==> config.mk <==
export PLATFORM = sky130hd
export DESIGN_NAME = touch_gesture_classifier
export DESIGN_NICKNAME = d
export VERILOG_FILES = /design/src/design/tgc_pkg.sv /design/src/design/tgc_step.sv /design/src/design/touch_gesture_classifier.sv
export VERILOG_INCLUDE_DIRS = /design/src /design/src/design
export SDC_FILE = /design/constraint.sdc
export NUM_CORES = 1
export LEC_CHECK = 0
export BUFFER_PORTS_ARGS = -buffer_cell sky130_fd_sc_hd__buf_4
export CORE_ASPECT_RATIO = 1.4
export CORE_MARGIN = 2
export CORE_UTILIZATION = 45
export CTS_CLUSTER_DIAMETER = 80
export DETAILED_ROUTE_END_ITERATION = 7
export GPL_TIMING_DRIVEN = 0
export HOLD_SLACK_MARGIN = 0.06
export PLACE_DENSITY = 0.66
export RECOVER_POWER = 100
export SLEW_MARGIN = 10
export SYNTH_ARGS = -nofsm -noshare
export SYNTH_HDL_FRONTEND = slang
export SYNTH_HIERARCHICAL = 1
export SYNTH_SLANG_ARGS = --single-unit
==> constraint.sdc <==
create_clock -name i_clk -period 5.9 [get_ports i_clk]
set_clock_uncertainty 0.2 [all_clocks]
set_input_delay 0.59 -clock i_clk [delete_from_list [all_inputs] [get_ports i_clk]]
set_output_delay 0.59 -clock i_clk [all_outputs]
set_load 0.05 [all_outputs]
==> src/design/touch_gesture_classifier_defines.svh <==
// ----------------------------------------------------------------------------
// touch_gesture_classifier_defines
// Assertion macros shared by the gesture classifier RTL. Each macro expects
// i_clk and i_rst_n in the scope where it is used.
// ----------------------------------------------------------------------------
`ifndef TOUCH_GESTURE_CLASSIFIER_DEFINES_SVH
`define TOUCH_GESTURE_CLASSIFIER_DEFINES_SVH

// Same-cycle implication.
`define TGC_ASSERT_IMP(label, ante, cons, msg) \
    label: assert property (@(posedge i_clk) disable iff (!i_rst_n) \
        (ante) |-> (cons)) else $error(msg);

// Next-cycle implication.
`define TGC_ASSERT_NXT(label, ante, cons, msg) \
    label: assert property (@(posedge i_clk) disable iff (!i_rst_n) \
        (ante) |=> (cons)) else $error(msg);

`endif

==> src/design/tgc_pkg.sv <==
// ----------------------------------------------------------------------------
// tgc_pkg
// Types and constants for the touch gesture classifier.
// ----------------------------------------------------------------------------
package tgc_pkg;

    // Gesture codes on the result stream
    typedef enum logic [1:0] {
        GEST_SINGLE = 2'd0,
        GEST_DOUBLE = 2'd1,
        GEST_LONG   = 2'd2
    } t_gesture;

    // Configuration register indexes
    localparam logic [1:0] CFG_LONG_PRESS = 2'd0;
    localparam logic [1:0] CFG_DOUBLE_TAP = 2'd1;
    localparam logic [1:0] CFG_MARGIN     = 2'd2;

    // Register reset values
    localparam logic [15:0] LONG_PRESS_RST = 16'd1500;
    localparam logic [15:0] DOUBLE_TAP_RST = 16'd800;
    localparam logic [15:0] MARGIN_RST     = 16'd200;

    // Push the press start far away once a long press has been handled
    localparam logic [31:0] PUSH_AWAY_MS = 32'd99999;

    typedef struct packed {
        logic [31:0] now_ms;
        logic        pressed;
        logic        point_valid;
        logic [11:0] x_coord;
        logic [11:0] y_coord;
    } t_poll;

    typedef struct packed {
        logic [15:0] long_press_ms;
        logic [15:0] double_tap_ms;
        logic [15:0] single_margin_ms;
    } t_cfg;

    typedef struct packed {
        t_gesture    gesture;
        logic [11:0] event_x;
        logic [11:0] event_y;
        logic        last_event;
    } t_event;

    // Up to two events raised by one poll, first one in ev0
    typedef struct packed {
        logic   v0;
        t_event ev0;
        logic   v1;
        t_event ev1;
    } t_evpair;

endpackage

==> src/design/tgc_step.sv <==
// ----------------------------------------------------------------------------
// tgc_step
// Gesture state and per-poll decision logic. On each fire the poll is
// classified against the held state, the state advances and up to two
// events are presented on o_evs for the same cycle.
// ----------------------------------------------------------------------------
`include "touch_gesture_classifier_defines.svh"

module tgc_step (
    input  logic             i_clk,
    input  logic             i_rst_n,
    input  logic             i_fire,
    input  tgc_pkg::t_poll   i_poll,
    input  tgc_pkg::t_cfg    i_cfg,
    output tgc_pkg::t_evpair o_evs
);

    logic        r_was_down, n_was_down;
    logic        r_is_released, n_is_released;
    logic        r_tap_latched, n_tap_latched;
    logic        r_long_active, n_long_active;
    logic [31:0] r_press_start, n_press_start;
    logic [31:0] r_release_time, n_release_time;
    logic [11:0] r_pt_x, n_pt_x;
    logic [11:0] r_pt_y, n_pt_y;

    logic        take_point;
    logic [31:0] since_release;
    logic [31:0] since_press;
    logic [16:0] single_thresh;
    logic        fire_single;
    logic        fire_double;
    logic        fire_long;
    logic        is_press_edge;
    logic        is_release_edge;

    assign take_point      = i_poll.pressed & i_poll.point_valid;
    assign since_release   = i_poll.now_ms - r_release_time;
    assign since_press     = i_poll.now_ms - r_press_start;
    assign single_thresh   = {1'b0, i_cfg.long_press_ms} + {1'b0, i_cfg.single_margin_ms};
    assign is_press_edge   = i_poll.pressed & ~r_was_down;
    assign is_release_edge = ~i_poll.pressed & r_was_down;

    // Classify the poll and work out the next state
    always_comb begin
        n_pt_x         = take_point ? i_poll.x_coord : r_pt_x;
        n_pt_y         = take_point ? i_poll.y_coord : r_pt_y;
        n_is_released  = take_point ? 1'b0 : r_is_released;
        n_tap_latched  = r_tap_latched;
        n_long_active  = r_long_active;
        n_press_start  = r_press_start;
        n_release_time = r_release_time;
        n_was_down     = i_poll.pressed;
        fire_double    = 1'b0;
        fire_long      = 1'b0;

        // Confirm a single tap once the quiet time has run out
        fire_single = ~r_long_active & ~r_tap_latched & n_is_released &
                      (since_release > {15'd0, single_thresh});
        if (fire_single) begin
            n_tap_latched = 1'b1;
        end

        if (is_press_edge) begin
            n_press_start = i_poll.now_ms;
        end else if (is_release_edge) begin
            n_is_released = 1'b1;
            if (r_long_active) begin
                n_tap_latched = 1'b1;
                n_is_released = 1'b0;
                n_press_start = i_poll.now_ms + tgc_pkg::PUSH_AWAY_MS;
            end
            n_long_active = 1'b0;
            if (since_release < {16'd0, i_cfg.double_tap_ms}) begin
                n_tap_latched = 1'b1;
                fire_double   = 1'b1;
            end else begin
                n_tap_latched = 1'b0;
            end
            n_release_time = i_poll.now_ms;
        end

        // Held long enough: report a long press once
        if (i_poll.pressed && r_was_down && !r_long_active &&
            (since_press >= {16'd0, i_cfg.long_press_ms})) begin
            fire_long     = 1'b1;
            n_long_active = 1'b1;
            n_press_start = i_poll.now_ms + tgc_pkg::PUSH_AWAY_MS;
        end
    end

    // Order events: single tap first, then double tap or long press
    always_comb begin
        o_evs.v0             = fire_single | fire_double | fire_long;
        o_evs.v1             = fire_single & (fire_double | fire_long);
        o_evs.ev0.gesture    = fire_single ? tgc_pkg::GEST_SINGLE :
                               (fire_double ? tgc_pkg::GEST_DOUBLE : tgc_pkg::GEST_LONG);
        o_evs.ev0.event_x    = n_pt_x;
        o_evs.ev0.event_y    = n_pt_y;
        o_evs.ev0.last_event = ~o_evs.v1;
        o_evs.ev1.gesture    = fire_double ? tgc_pkg::GEST_DOUBLE : tgc_pkg::GEST_LONG;
        o_evs.ev1.event_x    = n_pt_x;
        o_evs.ev1.event_y    = n_pt_y;
        o_evs.ev1.last_event = 1'b1;
    end

    // Advance state on each processed poll
    always_ff @(posedge i_clk) begin
        if (!i_rst_n) begin
            r_was_down     <= 1'b0;
            r_is_released  <= 1'b0;
            r_tap_latched  <= 1'b0;
            r_long_active  <= 1'b0;
            r_press_start  <= '0;
            r_release_time <= '0;
            r_pt_x         <= '0;
            r_pt_y         <= '0;
        end else if (i_fire) begin
            r_was_down     <= n_was_down;
            r_is_released  <= n_is_released;
            r_tap_latched  <= n_tap_latched;
            r_long_active  <= n_long_active;
            r_press_start  <= n_press_start;
            r_release_time <= n_release_time;
            r_pt_x         <= n_pt_x;
            r_pt_y         <= n_pt_y;
        end
    end

    // A release and a long press never come from the same poll
    `TGC_ASSERT_IMP(a_dbl_long_excl, i_fire, !(fire_double && fire_long), "double and long together")
    // After a long press fires, the block stays in long-press mode
    `TGC_ASSERT_NXT(a_long_sets_active, i_fire && fire_long, r_long_active, "long press not held")
    // Long-press mode is only held while the touch is down
    `TGC_ASSERT_IMP(a_rel_not_long, r_long_active, r_was_down, "long active while up")

endmodule

==> src/design/touch_gesture_classifier.sv <==
// ----------------------------------------------------------------------------
// touch_gesture_classifier
// Tap, double-tap and long-press detector for a stream of touch polls.
// ----------------------------------------------------------------------------
// Each poll on the slave stream is classified from an input register into
// a two-event output stage, so a new poll is taken every cycle while events
// drain. A poll yields zero, one or two events; the master stream delivers
// one event per cycle while i_m_tready is high, so a poll that yields two
// events holds the next poll in the input register until its second event
// is taken. Thresholds are written through the cfg port and
// must only change while the block is idle.
// ----------------------------------------------------------------------------
`include "touch_gesture_classifier_defines.svh"

module touch_gesture_classifier (
    input  logic        i_clk,
    input  logic        i_rst_n,
    // Configuration writes
    input  logic        i_cfg_wr_en,
    input  logic [1:0]  i_cfg_addr,
    input  logic [15:0] i_cfg_wdata,
    // Poll stream
    input  logic        i_s_tvalid,
    output logic        o_s_tready,
    // [31:0] now_ms, [32] pressed, [33] point_valid, [45:34] x_coord,
    // [57:46] y_coord, [63:58] zero
    input  logic [63:0] i_s_tdata,
    // Event stream
    output logic        o_m_tvalid,
    input  logic        i_m_tready,
    // [1:0] gesture, [13:2] event_x, [25:14] event_y, [31:26] zero
    output logic [31:0] o_m_tdata,
    output logic        o_m_tlast
);

    tgc_pkg::t_cfg     r_cfg;
    tgc_pkg::t_poll    r_in;
    logic              r_in_v;
    tgc_pkg::t_evpair  step_evs;
    tgc_pkg::t_event   r_ob0, r_ob1;
    logic              r_ob0_v, r_ob1_v;
    logic              take;
    logic              ob_free;
    logic              fire;

    // Configuration register writes
    always_ff @(posedge i_clk) begin
        if (!i_rst_n) begin
            r_cfg.long_press_ms    <= tgc_pkg::LONG_PRESS_RST;
            r_cfg.double_tap_ms    <= tgc_pkg::DOUBLE_TAP_RST;
            r_cfg.single_margin_ms <= tgc_pkg::MARGIN_RST;
        end else if (i_cfg_wr_en) begin
            unique case (i_cfg_addr)
                tgc_pkg::CFG_LONG_PRESS: r_cfg.long_press_ms    <= i_cfg_wdata;
                tgc_pkg::CFG_DOUBLE_TAP: r_cfg.double_tap_ms    <= i_cfg_wdata;
                tgc_pkg::CFG_MARGIN:     r_cfg.single_margin_ms <= i_cfg_wdata;
                default: ;
            endcase
        end
    end

    // Handshake between the stages
    assign take       = r_ob0_v & i_m_tready;
    assign ob_free    = ~r_ob0_v | (take & ~r_ob1_v);
    assign fire       = r_in_v & ob_free;
    assign o_s_tready = ~r_in_v | fire;

    // Input register: hold the request until the core takes it
    always_ff @(posedge i_clk) begin
        if (!i_rst_n) begin
            r_in_v <= 1'b0;
        end else if (o_s_tready) begin
            r_in_v <= i_s_tvalid;
        end
    end

    always_ff @(posedge i_clk) begin
        if (i_s_tvalid && o_s_tready) begin
            r_in.now_ms      <= i_s_tdata[31:0];
            r_in.pressed     <= i_s_tdata[32];
            r_in.point_valid <= i_s_tdata[33];
            r_in.x_coord     <= i_s_tdata[45:34];
            r_in.y_coord     <= i_s_tdata[57:46];
        end
    end

    tgc_step u_step (
        .i_clk   (i_clk),
        .i_rst_n (i_rst_n),
        .i_fire  (fire),
        .i_poll  (r_in),
        .i_cfg   (r_cfg),
        .o_evs   (step_evs)
    );

    // Output stage: load a fresh pair, or shift the second event forward
    always_ff @(posedge i_clk) begin
        if (!i_rst_n) begin
            r_ob0_v <= 1'b0;
            r_ob1_v <= 1'b0;
        end else if (fire) begin
            r_ob0_v <= step_evs.v0;
            r_ob1_v <= step_evs.v1;
        end else if (take) begin
            r_ob0_v <= r_ob1_v;
            r_ob1_v <= 1'b0;
        end
    end

    always_ff @(posedge i_clk) begin
        if (fire) begin
            r_ob0 <= step_evs.ev0;
            r_ob1 <= step_evs.ev1;
        end else if (take) begin
            r_ob0 <= r_ob1;
        end
    end

    assign o_m_tvalid = r_ob0_v;
    assign o_m_tdata  = {6'd0, r_ob0.event_y, r_ob0.event_x, r_ob0.gesture};
    assign o_m_tlast  = r_ob0.last_event;

    // Second slot only ever backs up a filled first slot
    `TGC_ASSERT_IMP(a_ob_order, r_ob1_v, r_ob0_v, "second event without first")
    // The first of a pair never closes the poll
    `TGC_ASSERT_IMP(a_pair_last, r_ob1_v, !r_ob0.last_event && r_ob1.last_event, "pair last flags")
    // Draining the last event with nothing new empties the stage
    `TGC_ASSERT_NXT(a_drain, take && !r_ob1_v && !fire, !r_ob0_v, "event stage not emptied")

endmodule

# Word-level counts from Yosys, hierarchy flattened
# Cells that the tools add are included.
totals:
  reg_bits: 254
  input_bits: 87
classes:
  n_addsub: 4
  order_cmp: 3
  eq_ne: 3
  mux: 28
  n_bitwise: 24
  n_reduce_logical: 16
ops:
  columns: ["operator", "count"]
  rows:
  - ["32-bit two-way mux", 4]
  - ["32-bit subtractor", 2]
  - ["27-bit two-way mux", 2]
  - ["32-bit by 17-bit adder with 32-bit output (second input constant)", 1]
  - ["32-bit by 16-bit >= comparator with 1-bit output", 1]
  - ["32-bit by 17-bit greater-than comparator with 1-bit output", 1]
  - ["32-bit by 16-bit less-than comparator with 1-bit output", 1]
  - ["12-bit two-way mux", 2]
  - ["1-bit two-way mux", 18]
  - ["16-bit by 16-bit adder with 17-bit output", 1]
  - ["1-bit AND", 10]
  - ["1-bit NOT", 9]
  - ["3-bit AND reduction", 3]
  - ["2-bit AND reduction", 3]
  - ["3-bit nonzero test", 2]
  - ["1-bit OR", 5]
  - ["1-bit logical AND", 4]
  - ["2-bit two-way mux", 2]
  - ["2-bit nonzero test", 2]
  - ["2-bit by 1-bit equality test with 1-bit output (second input constant)", 1]
  - ["2-bit equality test (second input constant)", 1]
  - ["2-bit zero test", 1]
  - ["2-bit inequality test (second input constant)", 1]
  - ["1-bit zero test", 1]

# Logic depth before layout (Yosys ltp)
logic_depth:
  ltp_word: 9
  mapped_depth: 25
  ltp_nobuf: 25

# Hierarchy
# The synthesis kept the hierarchy.
by_module_without_submodules:
  columns: ["module", "instances", "cells_per_inst", "area_per_inst_um2", "seq_area_each_um2"]
  rows:
  - ["tgc_step", 1, 1381, 10388.7, 1841.8]
  - ["touch_gesture_classifier", 1, 355, 5646.7, 4384.2]

# Worst setup path after synthesis
# OpenSTA, ideal clock, no wires.
synth_timing:
  path_kind: "register to register"
  startpoint: "register r_in[26] in the netlist's numbering"
  endpoint: "register r_ob0, in the netlist o_m_tlast (data pin)"
  setup_time_ns: 0.260
  arrival_ns: 4.287
  t_required_ns: 5.440
  slack_ns: 1.153
  path_stages_with_launch: 26
  path_buffers: 1
  period_less_slack_ns: 4.747
  cell_sequence: "edfxtp_1 > inv_1 > ha_1 > fa_1 > nor2b_4 > o31a_1 > o21ai_0 > nand2b_1 > a21o_1 > a21oi_1 > o21bai_1 > a21oi_1 > xnor2_1 > ha_1 > a21o_1 > a21o_1 > a21oi_1 > nor2b_1 > o21ai_0 > nor4bb_1 > o31ai_1 > or4_4 > buf_6 > nand2_1 > nand2_1 > mux2_2"
synth_lines:
  columns: ["item", "line", "source"]
  rows:
  - ["start: declaration", "touch_gesture_classifier.sv:37", "tgc_pkg::t_poll r_in;"]
  - ["end signal: assignment", "touch_gesture_classifier.sv:112", "r_ob0 <= step_evs.ev0;"]
  - ["end signal: assignment", "touch_gesture_classifier.sv:115", "r_ob0 <= r_ob1;"]
  - ["end: declaration", "touch_gesture_classifier.sv:40", "tgc_pkg::t_event r_ob0, r_ob1;"]

==> run summary <==
=========================================================================================
Grt met1 use                                                                        0.276
Count of antenna-violating nets left after detailed routing                             0
Warnings, synthesis                                                                     6
Crit-path max cell delay                                                          0.47 ns
Startpoint of the most critical register-to-register path                        r_in[26]
Result of the run                                                            finished with violations
Wire length of the first global-routing pass                                    70,600 µm
Number of standard cells in the layout, taps in and fillers out                     2,429
Clock network latency to the later pin of the worst-skew pair                     0.57 ns
Clock-pin transition on the worst setup and hold timing paths                     0.06 ns
Aggregate global-route resource usage                                               0.240
Highest-count cells in the layout ignoring fill and taps                     nand2_1, dfxtp_1, ha_1, inv_1, o21ai_0
Violation count after the first detailed-route iteration                              819
Worst slew pin tran                                                               1.63 ns
Initial standard-cell utilization of the core                                       0.457
Data arrival time at the worst-slack endpoint                                     5.73 ns
Final nets                                                                          2,170
Critical path's slowest cell                                                        or4_1
Minimum setup slack in the final design                                          0.292 ns
Max-capacitance violation count                                                         1
Achievable Freq                                                                   178 MHz
Area of placed instances                                                       17,500 µm²
Cell accounting for the most synthesized area                                    edfxtp_1
Final hold violations                                                                   0
Reg2Reg Depth                                                                          25
Peak ir drop on the vdd network                                                    260 µV
Utilization after layout                                                            0.538
Pin count of the biggest net entering global routing                                   32
# port buffers                                                                        109
Number of global-route vias before repair                                          13,595
Worst Hold Class                                                             input pin to flip-flop
Number of standard cells after synthesis                                            1,736
Pins over their slew limit                                                             30
GRT busiest layer                                                                    met2
Unrepaired setup endpoints after global routing                                     false
Die height                                                                         227 µm
Count of unique library cells instantiated by Yosys                                    81
Sum of net half-perimeters after detailed placement                             33,700 µm
Area of the mapped netlist                                                     16,000 µm²
# clock sinks                                                                         255
Kind of critical path                                                        flip-flop to flip-flop
Share of Yosys cell area claimed by the top area cell type                          0.210
Core area                                                                      35,100 µm²
Number of rows in the core area                                                        81
Via count                                                                          13,552
Grt met3 use                                                                       0.0264
Dpl cells                                                                           2,308
Antenna violations before repair                                                        0
Startpoint type of the worst setup path                                         flip-flop
Flop-to-flop setup slack                                                          0.29 ns
Reg-to-reg endpoint                                                          o_m_tdata[1]
Remaining DRCs                                                                          0
Critical path launch point                                                       r_in[26]
Number of synthesized flops with an enable pin                                        112
Largest buffer count on any clock path                                                  3
CTS H-tree depth                                                                        1
Synth Flop Type                                                                   dfxtp_1
Endpoint class of the critical path                                             flip-flop
Wire length after detailed routing                                              44,300 µm
Filler Cells Inserted                                                               3,303
Die ar.                                                                        37,200 µm²
Via density per instance                                                             5.58
Signed area change from the synthesized netlist to the final layout                 17.6%
Biggest fanout along the worst timing path                                              7
Gr ovfl total                                                                           0
Design Area, Final                                                             18,900 µm²
Final period utilization                                                            0.951
Most common library cell in the layout ignoring fill and taps                     nand2_1
Inserted Clock Buffers                                                                 27
Total power density per cell area                                              245 nW/µm²
Flop and latch count out of synthesis                                                 255
GR Util met2                                                                        0.445
Post-Place Setup Slack                                                          -0.528 ns
Worst setup path end                                                         o_m_tdata[1]
Setup-violating endpoint count in the final report                                      0
Violations in the final reports                                              capacitance limit, slew limit
Syn avg cell area                                                                9.24 µm²
Die X-Extent                                                                       164 µm
Fraction of layout cells with a size suffix above 1                                 0.117
Standby leakage power                                                          0.00755 µW
Proportion of register bits with asynchronous set or reset after synthesis              0
Clock tree root driver cell                                                     clkbuf_16
Gp weighted congestion                                                              0.884
First-pass iteration count of the detailed router                                       6
Min Tclk post-route                                                               5.61 ns
Sequential-to-total area share from yosys stat                                      0.388
Req. time, crit path                                                              6.02 ns
Post-DR wirelength/cell                                                           18.2 µm
I/O Pins                                                                              122
Main area contributors after synthesis                                       edfxtp_1, dfxtp_1, ha_1
Final antenna diode count                                                               0
Slew HR                                                                           -0.0877
CTS tree                                                                             done
=========================================================================================
## cell type report
class / count / area, µm² / area share
Clock inverter: 15 / 150 / 0.00796
Tap cell: 456 / 571 / 0.0303
Inverter: 123 / 462 / 0.0245
Buffer: 110 / 576 / 0.0305
Sequential cell: 255 / 6230 / 0.330
Clock buffer: 35 / 726 / 0.0385
Timing Repair Buffer: 183 / 1410 / 0.0749
Multi-Input combinational cell: 1252 / 8730 / 0.463
## where the power goes
part | switching (µW) | total [µW] | internal (µW) | leakage, µW
clock network | 735 | 1700 | 962 | 0.000427
registers | 60.5 | 1990 | 1930 | 0.00224
logic | 538 | 933 | 395 | 0.00488
## how the worst min path moves through the flow
stage,depth (start not counted),slack [ns],to,startpoint
after global routing,3,0.14,r_cfg[15],i_cfg_wdata[15]
after CTS,3,0.09,r_cfg[47],i_cfg_wdata[15]
final,3,0.13,r_cfg[47],i_cfg_wdata[15]
after detailed placement,2,0.26,u_step/r_release_time[15],u_step/r_release_time[15]
after floorplan,1,0.24,u_step/r_press_start[0],u_step/r_press_start[0]
after global placement,2,0.25,u_step/r_release_time[28],u_step/r_release_time[28]
## cell families (layout without fill, tap and decap cells)
family	Yosys count	count (layout)	synth area share
other	2	7	0.000468
buffers and inverters	234	466	0.0669
flip-flops	255	255	0.388
AND/OR/NAND/NOR	514	514	0.158
multiplexers	69	69	0.0519
adder cells (fa/ha/maj)	133	133	0.105
XOR/XNOR	66	66	0.0360
AO/OA/AOI/OAI	463	463	0.193
## synth_stat cells, types with 16 or more instances
master / n
and3_1: 16
nand4_1: 16
or2_2: 26
nand2_1: 177
nor2_1: 68
inv_1: 122
dfxtp_1: 143
o211ai_1: 29
a21oi_1: 79
buf_4: 36
mux2_4: 19
xnor2_1: 33
o21ai_0: 115
mux2_2: 37
a21o_1: 39
edfxtp_1: 112
a21boi_0: 39
nand2b_1: 22
a31oi_1: 23
clkbuf_1: 60
nor3_1: 20
ha_1: 128
xor2_1: 33
o211a_1: 25
nand3_1: 88
nor2b_1: 19
## repair_timing
item / in CTS / in global routing
resized for setup: 4 / 2
pin swaps: 1 / 1
buffers inserted: 2 / 2
hold endpoints to repair: 72 / 0
setup endpoints to repair: 24 / 29
hold buffers: 68 / 0
## stage by stage
stage	hold slack, ns	setup TNS (ns)	power [µW]
after floorplan	0.236	0	2660
after global placement	0.252	-6.28	2920
after detailed placement	0.257	-7.35	2940
after CTS	0.0900	0	4680
after global routing	0.143	0	4830
final	0.133	0	4620
## sequential cells by signal (all words and copies together) (netlist names), 12 cells and up
name                   cells
o_m_tdata                 26
r_cfg                     48
r_in                      58
r_ob1                     27
u_step/r_press_start      32
u_step/r_pt_x             12
u_step/r_pt_y             12
u_step/r_release_time     32
## critical path, delay by kind of cell (launching register included)
kind                       cells  cell delay, ns
DFF                            1            0.42
AOI/OAI and AO/OA             11            1.98
muxes                          1            0.26
xor gates and xnor gates       1            0.16
buffers and inverters          3            0.55
and+or+nand+nor                6            1.03
adders and majority gates      3            0.73
## metal layers
| layer | share of wire | vias to the layer above |
|---|---|---|
| met4 | 0.039 | 0 |
| met3 | 0.039 | 109 |
| met2 | 0.51 | 317 |
| met1 | 0.41 | 6471 |
| li1 | - | 6655 |
| met5 | 0 | - |
No activity file was read; power rests on OpenSTA's default activity.
